==> src/rtl/core/pfrgb_pkg.sv <==
// pfrgb_pkg: shared types, format codes and constants of the pixel format converter
// no dependencies; used by every module under rtl/core except pfrgb_checker
package pfrgb_pkg;

    // source format codes
    localparam logic [3:0] FMT_GRAY     = 4'd0;
    localparam logic [3:0] FMT_RGB      = 4'd1;
    localparam logic [3:0] FMT_BGR      = 4'd2;
    localparam logic [3:0] FMT_RGBA     = 4'd3;
    localparam logic [3:0] FMT_BGRA     = 4'd4;
    localparam logic [3:0] FMT_ARGB     = 4'd5;
    localparam logic [3:0] FMT_ABGR     = 4'd6;
    localparam logic [3:0] FMT_CBYCRY   = 4'd7;
    localparam logic [3:0] FMT_YCBYCR   = 4'd8;
    localparam logic [3:0] FMT_RGB565   = 4'd9;
    localparam logic [3:0] FMT_RGBA5551 = 4'd10;
    localparam logic [3:0] FMT_RGBA4444 = 4'd11;

    // register addresses
    localparam logic [1:0] ADDR_SOURCE_FORMAT = 2'd0;

    // bt.601 coefficients, q18 scaling (18 fraction bits)
    localparam logic signed [20:0] K_Y  = 21'sd305236;
    localparam logic signed [20:0] K_RV = 21'sd418389;
    localparam logic signed [20:0] K_GU = 21'sd102698;
    localparam logic signed [20:0] K_GV = 21'sd213115;
    localparam logic signed [20:0] K_BU = 21'sd528805;

    localparam int PROD_W = 30;

    // queue entry: direct pixels use b0..b2 as r,g,b;
    // 4:2:2 words use b0=y0, b1=y1, b2=cb, b3=cr
    typedef struct packed {
        logic       is_ycc;
        logic       gray;
        logic [7:0] b0;
        logic [7:0] b1;
        logic [7:0] b2;
        logic [7:0] b3;
    } qent_t;

    // handshake between queue and back end
    typedef struct packed {
        logic  valid;
        qent_t ent;
    } qhead_t;

    // negative sums give 0; otherwise drop 18 fraction bits and saturate
    function automatic logic [7:0] clamp8(input logic signed [PROD_W-1:0] s);
        logic [7:0] r;
        if (s[PROD_W-1])
            r = 8'd0;
        else if (|s[PROD_W-2:26])
            r = 8'hff;
        else
            r = s[25:18];
        return r;
    endfunction

endpackage

==> src/rtl/core/pfrgb_front.sv <==
// pfrgb_front: decodes an input word under the source format into a queue entry
// depends on pfrgb_pkg
module pfrgb_front
(
    input  logic [3:0]      source_format,
    input  logic [7:0]      byte_a,
    input  logic [7:0]      byte_b,
    input  logic [7:0]      byte_c,
    input  logic [7:0]      byte_d,
    output pfrgb_pkg::qent_t ent
);

    always_comb
    begin
        ent = '0;
        case (source_format)
            pfrgb_pkg::FMT_GRAY:
            begin
                ent.gray = 1'b1;
                ent.b0   = byte_a;
            end
            pfrgb_pkg::FMT_RGB, pfrgb_pkg::FMT_RGBA:
            begin
                ent.b0 = byte_a;
                ent.b1 = byte_b;
                ent.b2 = byte_c;
            end
            pfrgb_pkg::FMT_BGR, pfrgb_pkg::FMT_BGRA:
            begin
                ent.b0 = byte_c;
                ent.b1 = byte_b;
                ent.b2 = byte_a;
            end
            pfrgb_pkg::FMT_ARGB:
            begin
                ent.b0 = byte_b;
                ent.b1 = byte_c;
                ent.b2 = byte_d;
            end
            pfrgb_pkg::FMT_ABGR:
            begin
                ent.b0 = byte_d;
                ent.b1 = byte_c;
                ent.b2 = byte_b;
            end
            pfrgb_pkg::FMT_CBYCRY:
            begin
                ent.is_ycc = 1'b1;
                ent.b0     = byte_b;
                ent.b1     = byte_d;
                ent.b2     = byte_a;
                ent.b3     = byte_c;
            end
            pfrgb_pkg::FMT_YCBYCR:
            begin
                ent.is_ycc = 1'b1;
                ent.b0     = byte_a;
                ent.b1     = byte_c;
                ent.b2     = byte_b;
                ent.b3     = byte_d;
            end
            pfrgb_pkg::FMT_RGB565:
            begin
                ent.b0 = {byte_a[7:3], 3'b100};
                ent.b1 = {byte_a[2:0], byte_b[7:5], 2'b10};
                ent.b2 = {byte_b[4:0], 3'b100};
            end
            pfrgb_pkg::FMT_RGBA5551:
            begin
                // green takes three bits of byte_a and two of byte_b, then the offset
                ent.b0 = {byte_a[7:3], 3'b100};
                ent.b1 = {byte_a[2:0], byte_b[7:6], 3'b100};
                ent.b2 = {byte_b[5:1], 3'b100};
            end
            pfrgb_pkg::FMT_RGBA4444:
            begin
                ent.b0 = {byte_a[7:4], 4'b1000};
                ent.b1 = {byte_a[3:0], 4'b1000};
                ent.b2 = {byte_b[7:4], 4'b1000};
            end
            default:
            begin
                ent = '0;
            end
        endcase
    end

endmodule

==> src/rtl/core/pfrgb_queue.sv <==
// pfrgb_queue: two-entry queue between the decode front and the conversion back end
// depends on pfrgb_pkg
module pfrgb_queue
(
    input  logic             clk,
    input  logic             rst_n,
    input  logic             push,
    input  pfrgb_pkg::qent_t push_ent,
    output logic             full,
    input  logic             pop,
    output pfrgb_pkg::qhead_t head
);

    pfrgb_pkg::qent_t slot_reg [2];
    pfrgb_pkg::qent_t slot_next [2];
    logic       wr_ptr_reg, wr_ptr_next;
    logic       rd_ptr_reg, rd_ptr_next;
    logic [1:0] count_reg, count_next;

    always_comb
    begin
        slot_next[0] = slot_reg[0];
        slot_next[1] = slot_reg[1];
        if (push)
            slot_next[wr_ptr_reg] = push_ent;
        wr_ptr_next = push ? ~wr_ptr_reg : wr_ptr_reg;
        rd_ptr_next = pop ? ~rd_ptr_reg : rd_ptr_reg;
        count_next  = count_reg + {1'b0, push} - {1'b0, pop};
    end

    always_ff @(posedge clk)
    begin
        slot_reg[0] <= slot_next[0];
        slot_reg[1] <= slot_next[1];
    end

    always_ff @(posedge clk or negedge rst_n)
    begin
        if (!rst_n)
        begin
            wr_ptr_reg <= 1'b0;
            rd_ptr_reg <= 1'b0;
            count_reg  <= 2'd0;
        end
        else
        begin
            wr_ptr_reg <= wr_ptr_next;
            rd_ptr_reg <= rd_ptr_next;
            count_reg  <= count_next;
        end
    end

    assign full       = count_reg[1];
    assign head.valid = (count_reg != 2'd0);
    assign head.ent   = slot_reg[rd_ptr_reg];

endmodule

==> src/rtl/core/pfrgb_back.sv <==
// pfrgb_back: issues results from queue entries, multiplies, sums and clamps 4:2:2 pixels
// depends on pfrgb_pkg
module pfrgb_back
(
    input  logic              clk,
    input  logic              rst_n,
    input  pfrgb_pkg::qhead_t head,
    output logic              pop,
    output logic              m_tvalid,
    input  logic              m_tready,
    output logic [23:0]       m_tdata,
    output logic [0:0]        m_tuser,
    output logic              m_tlast
);

    localparam int PW = pfrgb_pkg::PROD_W;

    // issue side
    logic phase_reg, phase_next;
    logic issue, rdy1, rdy2;

    // product stage
    logic                 v1_reg, v1_next;
    logic                 ycc1_reg, gray1_reg, last1_reg;
    logic [23:0]          rgb1_reg;
    logic signed [PW-1:0] py_reg, prv_reg, pgu_reg, pgv_reg, pbu_reg;

    // output stage
    logic        v2_reg, v2_next;
    logic [23:0] data2_reg, data2_next;
    logic        gray2_reg, gray2_next;
    logic        last2_reg, last2_next;

    logic [7:0]          ysel;
    logic signed [8:0]   ys, us, vs;
    logic signed [PW-1:0] sum_r, sum_g, sum_b;

    assign rdy2  = !v2_reg || m_tready;
    assign rdy1  = !v1_reg || rdy2;
    assign issue = head.valid && rdy1;
    // a 4:2:2 entry stays at the head for its first result
    assign pop   = issue && (!head.ent.is_ycc || phase_reg);

    always_comb
    begin
        phase_next = phase_reg;
        if (issue && head.ent.is_ycc)
            phase_next = ~phase_reg;
        v1_next = rdy1 ? issue : v1_reg;
        v2_next = rdy2 ? v1_reg : v2_reg;
    end

    assign ysel = phase_reg ? head.ent.b1 : head.ent.b0;
    assign ys   = $signed({1'b0, ysel}) - 9'sd16;
    assign us   = $signed({1'b0, head.ent.b2}) - 9'sd128;
    assign vs   = $signed({1'b0, head.ent.b3}) - 9'sd128;

    always_ff @(posedge clk)
    begin
        if (rdy1)
        begin
            ycc1_reg  <= head.ent.is_ycc;
            gray1_reg <= head.ent.gray;
            last1_reg <= !head.ent.is_ycc || phase_reg;
            rgb1_reg  <= {head.ent.b2, head.ent.b1, head.ent.b0};
            py_reg    <= PW'(pfrgb_pkg::K_Y)  * PW'(ys);
            prv_reg   <= PW'(pfrgb_pkg::K_RV) * PW'(vs);
            pgu_reg   <= PW'(pfrgb_pkg::K_GU) * PW'(us);
            pgv_reg   <= PW'(pfrgb_pkg::K_GV) * PW'(vs);
            pbu_reg   <= PW'(pfrgb_pkg::K_BU) * PW'(us);
        end
    end

    assign sum_r = py_reg + prv_reg;
    assign sum_g = py_reg - pgu_reg - pgv_reg;
    assign sum_b = py_reg + pbu_reg;

    always_comb
    begin
        data2_next = data2_reg;
        gray2_next = gray2_reg;
        last2_next = last2_reg;
        if (rdy2)
        begin
            if (ycc1_reg)
                data2_next = {pfrgb_pkg::clamp8(sum_b), pfrgb_pkg::clamp8(sum_g),
                              pfrgb_pkg::clamp8(sum_r)};
            else
                data2_next = rgb1_reg;
            gray2_next = gray1_reg;
            last2_next = last1_reg;
        end
    end

    always_ff @(posedge clk)
    begin
        data2_reg <= data2_next;
        gray2_reg <= gray2_next;
        last2_reg <= last2_next;
    end

    always_ff @(posedge clk or negedge rst_n)
    begin
        if (!rst_n)
        begin
            phase_reg <= 1'b0;
            v1_reg    <= 1'b0;
            v2_reg    <= 1'b0;
        end
        else
        begin
            phase_reg <= phase_next;
            v1_reg    <= v1_next;
            v2_reg    <= v2_next;
        end
    end

    assign m_tvalid = v2_reg;
    assign m_tdata  = data2_reg;
    assign m_tuser  = gray2_reg;
    assign m_tlast  = last2_reg;

endmodule

==> src/rtl/core/pixel_format_to_rgb888_top.sv <==
// pixel_format_to_rgb888_top: packed pixel to rgb888 converter with apb format register
// depends on pfrgb_pkg, pfrgb_front, pfrgb_queue, pfrgb_back
//
// channel   direction  handshake              payload
// s_*       in         s_tvalid / s_tready    packed pixel bytes a..d
// m_*       out        m_tvalid / m_tready    red, green, blue, gray flag, last
// apb       in         psel/penable/pready    source_format at address 0
//
// one word accepted per cycle while the queue is not full; 4:2:2 words give two results,
// so they hold the back end for both, since it issues one result per cycle unless the output stalls
// a first result passes through the queue, the product registers and the output register
// no clearing pass after reset; source_format resets to gray
// a two-entry queue decouples input and output; input stalls only when it is full
module pixel_format_to_rgb888_top
(
    input  logic        clk,
    input  logic        rst_n,
    input  logic        s_tvalid,
    output logic        s_tready,
    input  logic [31:0] s_tdata,   // byte_a, byte_b, byte_c, byte_d
    output logic        m_tvalid,
    input  logic        m_tready,
    output logic [23:0] m_tdata,   // red, green, blue
    output logic [0:0]  m_tuser,   // gray_only
    output logic        m_tlast,
    input  logic        psel,
    input  logic        penable,
    input  logic        pwrite,
    input  logic [1:0]  paddr,
    input  logic [31:0] pwdata,
    output logic [31:0] prdata,
    output logic        pready
);

    logic [3:0] fmt_reg, fmt_next;
    logic       q_full, q_push, q_pop;
    pfrgb_pkg::qent_t  dec_ent;
    pfrgb_pkg::qhead_t q_head;

    assign pready = 1'b1;
    assign prdata = (paddr == pfrgb_pkg::ADDR_SOURCE_FORMAT) ? {28'd0, fmt_reg} : 32'd0;

    always_comb
    begin
        fmt_next = fmt_reg;
        if (psel && penable && pwrite && pready && paddr == pfrgb_pkg::ADDR_SOURCE_FORMAT)
            fmt_next = pwdata[3:0];
    end

    always_ff @(posedge clk or negedge rst_n)
    begin
        if (!rst_n)
            fmt_reg <= pfrgb_pkg::FMT_GRAY;
        else
            fmt_reg <= fmt_next;
    end

    assign s_tready = !q_full;
    assign q_push   = s_tvalid && s_tready;

    pfrgb_front u_front
    (
        .source_format (fmt_reg),
        .byte_a        (s_tdata[7:0]),
        .byte_b        (s_tdata[15:8]),
        .byte_c        (s_tdata[23:16]),
        .byte_d        (s_tdata[31:24]),
        .ent           (dec_ent)
    );

    pfrgb_queue u_queue
    (
        .clk      (clk),
        .rst_n    (rst_n),
        .push     (q_push),
        .push_ent (dec_ent),
        .full     (q_full),
        .pop      (q_pop),
        .head     (q_head)
    );

    pfrgb_back u_back
    (
        .clk      (clk),
        .rst_n    (rst_n),
        .head     (q_head),
        .pop      (q_pop),
        .m_tvalid (m_tvalid),
        .m_tready (m_tready),
        .m_tdata  (m_tdata),
        .m_tuser  (m_tuser),
        .m_tlast  (m_tlast)
    );

endmodule

==> config.mk <==
export PLATFORM = sky130hd
export DESIGN_NAME = pixel_format_to_rgb888_top
export DESIGN_NICKNAME = d
export VERILOG_FILES = /design/src/rtl/core/pfrgb_pkg.sv /design/src/rtl/core/pfrgb_front.sv /design/src/rtl/core/pfrgb_queue.sv /design/src/rtl/core/pfrgb_back.sv /design/src/rtl/core/pixel_format_to_rgb888_top.sv
export SDC_FILE = /design/constraint.sdc
export NUM_CORES = 1
export LEC_CHECK = 0
export BUFFER_PORTS_ARGS = -buffer_cell sky130_fd_sc_hd__buf_2
export CAP_MARGIN = 40
export CORE_ASPECT_RATIO = 0.5
export CORE_MARGIN = 10
export CORE_UTILIZATION = 35
export DETAILED_ROUTE_END_ITERATION = 6
export SLEW_MARGIN = 20
export SYNTH_ARGS = -nofsm -noshare
export SYNTH_HDL_FRONTEND = slang
export SYNTH_HIERARCHICAL = 1
export SYNTH_SLANG_ARGS = --single-unit
==> constraint.sdc <==
create_clock -name clk -period 8.5 [get_ports clk]
set_input_delay 1.275 -clock clk [delete_from_list [all_inputs] [get_ports clk]]
set_output_delay 1.275 -clock clk [all_outputs]
set_load 0.05 [all_outputs]
==> results.py, run 1 <==
metrics = {
    "setup_path": {
        "rr_startpoint": "u_queue/rd_ptr_reg",
        "cp_cell_sequence": "buf_4 > mux2_4 > mux2i_1 > buf_4 > ha_1 > inv_1 > ha_1 > ha_1 > ha_1 > inv_1 > fa_1 > inv_1 > ha_1 > fa_1 > a21o_1 > a21oi_1 > o21ai_1 > a311oi_1 > o21ai_0 > a31oi_2 > o21ai_1 > a221o_1 > a21oi_1 > xnor2_1",
        "path_max_fanout": 18,
        "start_kind": "flop",
        "cp.required_ns": 8.81,
        "max_stage_delay_ns": 0.73,
        "r2r_cells": 24,
        "path_buf_inv": 5,
        "crit_top_cell": "ha_1",
        "worstReg2RegEnd": "u_back/py_reg[28]",
        "r2r_setup_slack_ns": 1.40,
        "critPathCaptureType": "flop",
        "critical_path_class": "reg -> reg",
        "crit_family": "adder cells",
        "arrival_ns": 7.41,
        "crit_slowest_cell": "dfrtp_2",
    },
    "drt": {
        "wl_per_cell_um": 18.39,
        "drc": 0,
        "routed_via_density": 5.143,
        "drtPass1Iterations": 5,
        "dr.first_iter.drc_count": 1121,
        "vias": 17256,
        "routed_wl_mm": 61.69,
        "ant_nets": 0,
    },
    "cts": {
        "htree_levels": 1,
        "cts.sinks": 264,
        "ctsResizeCount": 0,
        "path_clk_slew_ns": 0.06,
        "cts_made_buffers": 29,
        "root_buffer": "clkbuf_16",
        "postCtsHoldBufs": 0,
        "cts_buffer_depth": 3,
        "clk_latency_ns": 0.57,
        "cts_tree": "done",
        "post_cts_buffers": 0,
    },
    "synthesis": {
        "syn_area_sq_um": 25240,
        "synth.most_common_cell": "ha_1",
        "postSynthCellCount": 2283,
        "synth_top_cell_by_area": "edfxtp_1",
        "ys.flop_type": "edfxtp_1",
        "syn_area_per_cell_sq_um": 11.06,
        "async_flop_share": 0.04167,
        "synth_seq_area_share": 0.3119,
        "ys.warnings.count": 6,
        "synthDistinctLibCells": 98,
        "ys_top_cells_by_count": "468 x ha_1, 338 x inv_1, 253 x edfxtp_1, 141 x fa_1, 113 x a21oi_1",
        "synth.area.top_cells": "edfxtp_1 30%, ha_1 23%, fa_1 11%",
        "synth_edf_count": 253,
        "ys_seq_elements": 264,
        "synth_top_area_frac": 0.3010,
    },
    "min_path": {
        "worstHoldStart": "u_back/last1_reg",
        "min_path_type": "reg -> reg",
        "worstHoldPathCells": 0,
        "min_to": "u_back/m_tlast",
    },
    "grt": {
        "grt_max_degree": 163,
        "antenna_found_initial": 2,
        "grt_first_pass_wirelength_mm": 96.04,
        "overflow": 0,
        "grt.total_usage": 0.1435,
        "grt_pass1_vias": 17127,
    },
    "placed_design": {
        "gp_congestion": 0.8924,
        "dpl.hpwl_mm": 49.77,
        "place_ws_ns": 1.439,
        "io_buffers": 76,
        "dp_cells": 3299,
    },
    "die": {
        "fp.dieW_um": 399.8,
        "core_sq_um": 71220,
        "dieArea_sq_um": 83920,
        "die_y_um": 209.9,
        "start_util": 0.3544,
        "pin_count": 134,
        "placementRows": 69,
    },
    "timing": {
        "finalHoldViolations": 0,
        "fmax_ghz": 0.1409,
        "fin_crit_sh": 0.8352,
        "fin_setup_tns_ns": 0,
        "finalCriticalPeriod_ns": 7.099,
        "tightest_slew_ns": 0.9171,
        "setup_violations": 0,
        "skew_ns": 0.01080,
        "rsz0062_at_grt": "false",
        "drv_slew": 0,
        "max-slew-margin-rel": 0.3886,
        "postLayoutSetupSlackWorst_ns": 1.401,
    },
    "finish": {
        "area_growth_pct": 9.313,
        "antenna_cells": 0,
        "final_nets": 3056,
        "fin_util": 0.3874,
        "drive_above_1_share": 0.09929,
        "largest_register_ffs": 68,
        "finalNonFillerCells": 3355,
    },
    "flow_run": {
        "cap_violations": 0,
    },
    "outcome": {
        "status": "complete, no violations",
    },
}
[cells in the final DEF (no fill, tap or decap), types with 53 or more instances in the layout]
| cell type | n |
|---|---|
| nor2_1 | 93 |
| edfxtp_1 | 253 |
| a21o_1 | 53 |
| buf_2 | 77 |
| fa_1 | 141 |
| nand2_1 | 68 |
| xnor2_1 | 79 |
| o21ai_0 | 53 |
| a21oi_1 | 113 |
| ha_1 | 468 |
| inv_1 | 338 |
[through the flow]
stage               hold slack, ns  area, sq um
finish                      0.4198        27600
global route                0.4264        27600
CTS                         0.4200        27580
detailed placement          0.4045        26600
global placement            0.4047        26600
floorplan                   0.4003        25350
[area by class of cell]
class                   instances  area [sq um]
fillers                      6882         43630
multi-input cells            1644         15740
flip-flops and latches        264          7874
inverters                     342          1284
well taps                     958          1199
clock buffers                  37         775.7
repair buffers                 93         518.0
clock inverters                17         202.7
[cells by family after synthesis]
logic type / synth area share
AO/OA/AOI/OAI: 0.1259
flip-flops: 0.3119
buffers and inverters: 0.06865
XOR/XNOR: 0.04257
multiplexers: 0.02786
adder cells (fa/ha/maj): 0.3438
other: 0.0002975
AND/OR/NAND/NOR: 0.07905
[how the worst max path moves through the flow]
stage	startpoint	end	cells after the start
global placement	u_queue/rd_ptr_reg	u_back/py_reg[28]	24
CTS	u_queue/rd_ptr_reg	u_back/py_reg[28]	24
global route	u_queue/rd_ptr_reg	u_back/py_reg[28]	24
detailed placement	u_queue/rd_ptr_reg	u_back/py_reg[28]	24
floorplan	m_tready	u_queue/count_reg[1]	6
finish	u_queue/rd_ptr_reg	u_back/py_reg[28]	24
[per-layer routing]
| metal | track usage | up-vias | wire length (um) | part of all wire |
|---|---|---|---|---|
| met4 | 0.03428 | 2 | 1488 | 0.024 |
| met5 | 0 | - | 13 | 0.00021 |
| met3 | 0.01821 | 99 | 2823 | 0.046 |
| met2 | 0.2355 | 385 | 28200 | 0.46 |
| li1 | - | 8344 | - | - |
| met1 | 0.1995 | 8426 | 29160 | 0.47 |
Power of run 1 is not shown: default switching activity piles up to over one toggle a cycle in this logic, so the estimate is an artifact.
==> run 2, diff against run 1 <==
Clock period 8.5 ns to 6.7 ns, I/O delays scaled along.
==> run 2 against run 1 <==
Net effect: flip-flop and latch count unchanged; final area up 1.1%; fmax up 11%; clock-buffer cell count up 2; sequential share of layout area down 0.29 points; critical endpoint is now u_back/prv_reg[28]; largest cell class unchanged.
==> results.py, run 2 (synthesis gave the netlist of run 1 again) <==
metrics = {
    "drt": {
        "wl_per_cell_um": 18.42,
        "drc": 0,
        "vias": 17360,
        "ant_nets": 0,
        "drtPass1Iterations": 5,
        "dr.first_iter.drc_count": 1198,
        "routed_wl_mm": 62.51,
        "routed_via_density": 5.115,
    },
    "finish": {
        "mostFrequentLayoutCells": "468 x ha_1, 338 x inv_1, 253 x edfxtp_1",
        "finalNonFillerCells": 3394,
        "area_growth_pct": 10.48,
        "final_common_cell": "ha_1",
        "drive_above_1_share": 0.1137,
        "design_area_sq_um": 27890,
        "largest_register_ffs": 68,
        "antenna_cells": 0,
        "final_nets": 3094,
        "nFillCells": 6867,
    },
    "setup_path": {
        "crit_slowest_cell": "dfrtp_4",
        "critical_path_class": "reg -> reg",
        "r2r_setup_slack_ns": 0.30,
        "start_kind": "flop",
        "critPathCaptureType": "flop",
        "critPathLaunch": "u_queue/rd_ptr_reg",
        "cp_cell_sequence": "mux2_2 > ha_1 > ha_1 > inv_1 > fa_1 > fa_1 > inv_1 > ha_1 > fa_1 > a21o_1 > a21oi_2 > nor2b_1 > o41ai_1 > buf_4 > a21oi_1 > nor4b_1 > o221a_2 > or4_4 > a2111oi_2 > nor3b_1",
        "max_stage_delay_ns": 0.58,
        "rr_startpoint": "u_queue/rd_ptr_reg",
        "path_max_fanout": 15,
        "cp.required_ns": 7.01,
        "arrival_ns": 6.71,
    },
    "timing": {
        "finalCriticalPeriod_ns": 6.395,
        "setup_violations": 0,
        "fin_setup_tns_ns": 0,
        "max-slew-margin-rel": 0.3264,
        "skew_ns": 0.01633,
        "tightest_slew_ns": 1.010,
        "drv_slew": 0,
        "fin_crit_sh": 0.9545,
        "fmax_ghz": 0.1564,
        "finalHoldViolations": 0,
        "rsz0062_at_grt": "false",
        "postLayoutSetupSlackWorst_ns": 0.3046,
    },
    "cts": {
        "htree_levels": 1,
        "postCtsHoldBufs": 0,
        "cts_buffer_depth": 3,
        "post_cts_buffers": 0,
        "cts_tree": "done",
        "clk_latency_ns": 0.58,
        "cts.sinks": 264,
        "ctsResizeCount": 0,
        "path_clk_slew_ns": 0.07,
        "root_buffer": "clkbuf_16",
        "cts_made_buffers": 30,
    },
    "die": {
        "pin_count": 134,
        "placementRows": 69,
        "die_y_um": 209.9,
        "dieArea_sq_um": 83920,
        "fp.dieW_um": 399.8,
        "start_util": 0.3544,
        "core_sq_um": 71220,
    },
    "placed_design": {
        "placed_area_sq_um": 26890,
        "dpl.hpwl_mm": 50.72,
        "place_ws_ns": 0.1981,
        "io_buffers": 76,
        "dp_cells": 3337,
        "gp_congestion": 0.9207,
    },
    "flow_run": {
        "cap_violations": 0,
    },
    "grt": {
        "met2_usage": 0.2438,
        "grt.busiest_layer": "met2",
        "grt_max_degree": 163,
        "met3_usage": 0.01636,
        "antenna_found_initial": 1,
        "grt.total_usage": 0.1480,
        "grt_pass1_vias": 17707,
        "grt_first_pass_wirelength_mm": 99.48,
        "overflow": 0,
        "use_met1": 0.2087,
    },
    "outcome": {
        "status": "complete, no violations",
    },
    "min_path": {
        "min_path_type": "in -> async",
    },
}
[run 2: changes by cell type in the layout (fill, tap and decap cells not counted), sizes merged]
cell      delta
inv          -1
clkbuf       +3
bufinv       -2
clkinv       +1
buf         +36
clkinvlp     +2
[run 2: per-stage QoR]
step | hold WS [ns] | utilization
2_1_floorplan | 0.4003 | -
3_3_place_gp | 0.4062 | 0.3773
3_5_place_dp | 0.4066 | 0.3776
4_1_cts | 0.2911 | 0.3914
5_1_grt | 0.3147 | 0.3916
6_report | 0.3015 | 0.3916
[run 2: worst paths after layout]
| path | to | depth (start not counted) |
|---|---|---|
| max | u_back/prv_reg[28] | 20 |
| min | fmt_reg[3] | 1 |
| max reg2reg | u_back/prv_reg[28] | 20 |
| min reg2reg | u_back/m_tuser | 0 |
| max in group asynchronous | u_queue/rd_ptr_reg | 1 |
| min in group clk | u_back/m_tuser | 0 |
[run 2: layer usage]
| metal | part of all wire | vias up |
|---|---|---|
| met5 | 0 | - |
| met4 | 0.021 | 0 |
| met3 | 0.041 | 81 |
| met2 | 0.45 | 393 |
| met1 | 0.48 | 8462 |
| li1 | - | 8424 |
[run 2: final cells by class]
type                       instances  area, sq um  area share
multi-input combinational       1644        15750      0.5647
sequential                       264         7876      0.2824
inverter                         342         1284     0.04603
tap                              958         1199     0.04298
clock buffer                      39        804.5     0.02885
timing repair buffer             130        800.8     0.02871
clock inverter                    17        177.7    0.006370
[run 2: worst max-delay path, delay by kind of cell, from the launching register on]
kind                       cells  cell delay [ns]
muxes                          1             0.48
and+or+nand+nor                4             0.81
adders and majority gates      6             2.48
buffers and inverters          3             0.34
DFF                            1             0.58
AOI/OAI and AO/OA              6             1.41
Power of run 2 is left out for the same reason.
==> run 3, diff against run 2 <==
Settings changed: CORE_UTILIZATION 35 to 36, SYNTH_HIERARCHICAL 1 to unset.
==> run 3 against run 2 <==
Net effect: cell count is 1.9% lower; synthesized cell count is essentially flat; non-clock buffer count fell by 5; worst setup slack gained 0.10 ns; highest routed layer unchanged.
==> results.py, run 3 <==
metrics = {
    "outcome": {
        "status": "complete, no violations",
    },
    "synthesis": {
        "syn_area_sq_um": 24710,
        "synth_seq_area_share": 0.3186,
        "postSynthCellCount": 2284,
        "ys.warnings.count": 0,
        "ys_seq_elements": 264,
        "synth_edf_count": 253,
        "syn_area_per_cell_sq_um": 10.82,
        "synthDistinctLibCells": 86,
        "synth_top_area_frac": 0.3074,
        "synth.most_common_cell": "ha_1",
        "synth_top_cell_by_area": "edfxtp_1",
        "async_flop_share": 0.04167,
        "ys.flop_type": "edfxtp_1",
        "ys_top_cells_by_count": "457 x ha_1, 358 x inv_1, 253 x edfxtp_1, 143 x fa_1, 108 x a21oi_1",
        "synth.area.top_cells": "edfxtp_1 31%, ha_1 23%, fa_1 12%",
    },
    "drt": {
        "dr.first_iter.drc_count": 1152,
        "drtPass1Iterations": 5,
        "routed_via_density": 5.109,
        "vias": 17012,
        "ant_nets": 0,
        "wl_per_cell_um": 18.14,
        "routed_wl_mm": 60.41,
        "drc": 0,
    },
    "timing": {
        "finalHoldViolations": 0,
        "fin_crit_sh": 0.9389,
        "drv_slew": 0,
        "setup_violations": 0,
        "max-slew-margin-rel": 0.4391,
        "skew_ns": 0.01692,
        "tightest_slew_ns": 0.8201,
        "finalCriticalPeriod_ns": 6.291,
        "postLayoutSetupSlackWorst_ns": 0.4092,
        "rsz0062_at_grt": "false",
        "fmax_ghz": 0.1590,
        "whs_ns": 0.3108,
    },
    "setup_path": {
        "start_kind": "flop",
        "crit_slowest_cell": "fa_1",
        "path_max_fanout": 18,
        "critPathCaptureType": "flop",
        "cp.required_ns": 7.02,
        "max_stage_delay_ns": 0.56,
        "arrival_ns": 6.61,
        "cp_cell_sequence": "buf_12 > buf_4 > mux2i_1 > inv_1 > ha_1 > inv_1 > fa_1 > inv_1 > fa_1 > fa_1 > ha_1 > a21oi_1 > o21bai_1 > a211oi_1 > o21ai_0 > o41ai_2 > nor2b_1 > o21ai_0 > nand2b_1 > xor2_1",
        "critical_path_class": "reg -> reg",
    },
    "grt": {
        "grt_first_pass_wirelength_mm": 95.28,
        "grt.total_usage": 0.1485,
        "grt_max_degree": 76,
        "antenna_found_initial": 1,
        "grt_pass1_vias": 17298,
        "overflow": 0,
    },
    "cts": {
        "htree_levels": 1,
        "path_clk_slew_ns": 0.06,
        "cts.sinks": 264,
        "cts_buffer_depth": 3,
        "clk_latency_ns": 0.58,
        "cts_made_buffers": 29,
        "cts_tree": "done",
        "root_buffer": "clkbuf_16",
    },
    "flow_run": {
        "cap_violations": 0,
    },
    "finish": {
        "design_area_sq_um": 27500,
        "largest_register_ffs": 68,
        "drive_above_1_share": 0.09868,
        "area_growth_pct": 11.25,
        "final_common_cell": "ha_1",
        "mostFrequentLayoutCells": "456 x ha_1, 358 x inv_1, 253 x edfxtp_1",
        "final_nets": 3082,
    },
    "min_path": {
        "min_path_type": "in -> async",
    },
    "placed_design": {
        "dpl.hpwl_mm": 49.90,
        "io_buffers": 76,
        "gp_congestion": 0.9050,
        "placed_area_sq_um": 26420,
        "place_ws_ns": 0.3029,
    },
    "die": {
        "dieArea_sq_um": 80170,
        "start_util": 0.3662,
        "fp.dieW_um": 390.5,
        "die_y_um": 205.3,
        "core_sq_um": 67480,
        "pin_count": 134,
        "placementRows": 67,
    },
}
## run 3: cell types whose count changed after synthesis, moves of 17 or more
| cell | before | now |
|---|---|---|
| o21ai_0 | 53 | 75 |
| o2bb2ai_1 | 2 | 22 |
| nand2_1 | 68 | 107 |
| mux2_4 | 29 | 0 |
| inv_1 | 338 | 358 |
| a21o_1 | 53 | 36 |
| a221o_1 | 23 | 5 |
## run 3: routing by layer
metal / track usage / vias up / part of all wire
met5: 0 / - / 0
met4: 0.03092 / 0 / 0.020
met3: 0.01405 / 81 / 0.040
met2: 0.2475 / 332 / 0.46
met1: 0.2087 / 8298 / 0.48
li1: - / 8301 / -
## run 3: critical path: cells and delay by family (launching register included)
kind,cells,cell delay [ns]
adder cells (fa/ha/maj),5,2.26
AND/OR/NAND/NOR,2,0.18
AO/OA/AOI/OAI,6,1.66
multiplexers,1,0.43
buffers and inverters,5,0.87
XOR/XNOR,1,0.14
flip-flops,1,0.49
## run 3: timing repair
| action | in CTS | in global routing |
|---|---|---|
| setup endpoints to repair | 0 | 2 |
| gates resized for setup | 0 | 2 |
| setup buffers | 0 | 0 |
| hold buffers | 0 | 0 |
## run 3: layout make-up
cell class                 count  area [sq um]
timing repair buffer         125         822.0
inverter                     358          1344
antenna                        1         2.502
sequential                   264          7874
multi-input combinational   1631         15290
fill                        6417         39990
tap                          897          1122
clock buffer                  34         754.5
clock inverter                20         285.3
## run 3: cells by family after synthesis
family | count (synthesis) | share of synthesized area
AND/OR/NAND/NOR | 390 | 0.07554
adder cells (fa/ha/maj) | 600 | 0.3472
AO/OA/AOI/OAI | 432 | 0.1229
other | 2 | 0.0003039
multiplexers | 51 | 0.02202
XOR/XNOR | 129 | 0.04572
buffers and inverters | 416 | 0.06779
flip-flops | 264 | 0.3186
## run 3: final timing paths
check	start	endpoint	slack [ns]	cells past startpoint
setup / recovery	u_queue.rd_ptr_reg	u_back.prv_reg[24]	0.41	20
hold / removal	rst_n	u_queue.count_reg[1]	0.31	1
setup reg to reg	u_queue.rd_ptr_reg	u_back.prv_reg[24]	0.41	20
hold reg to reg	u_back.gray1_reg	u_back.m_tuser	0.42	0
max in group asynchronous	rst_n	u_queue.rd_ptr_reg	6.14	1
min in group clk	u_back.gray1_reg	u_back.m_tuser	0.42	0
## run 3: per-stage QoR
step | utilization | cells | TNS, ns
finish | 0.4074 | 3330 | 0
global route | 0.4074 | 3329 | 0
CTS | 0.4069 | 3328 | 0
detailed placement | 0.3915 | 3274 | 0
global placement | 0.3903 | 3269 | 0
floorplan | - | 2311 | -0.1483
Power of run 3 is left out for the same reason.
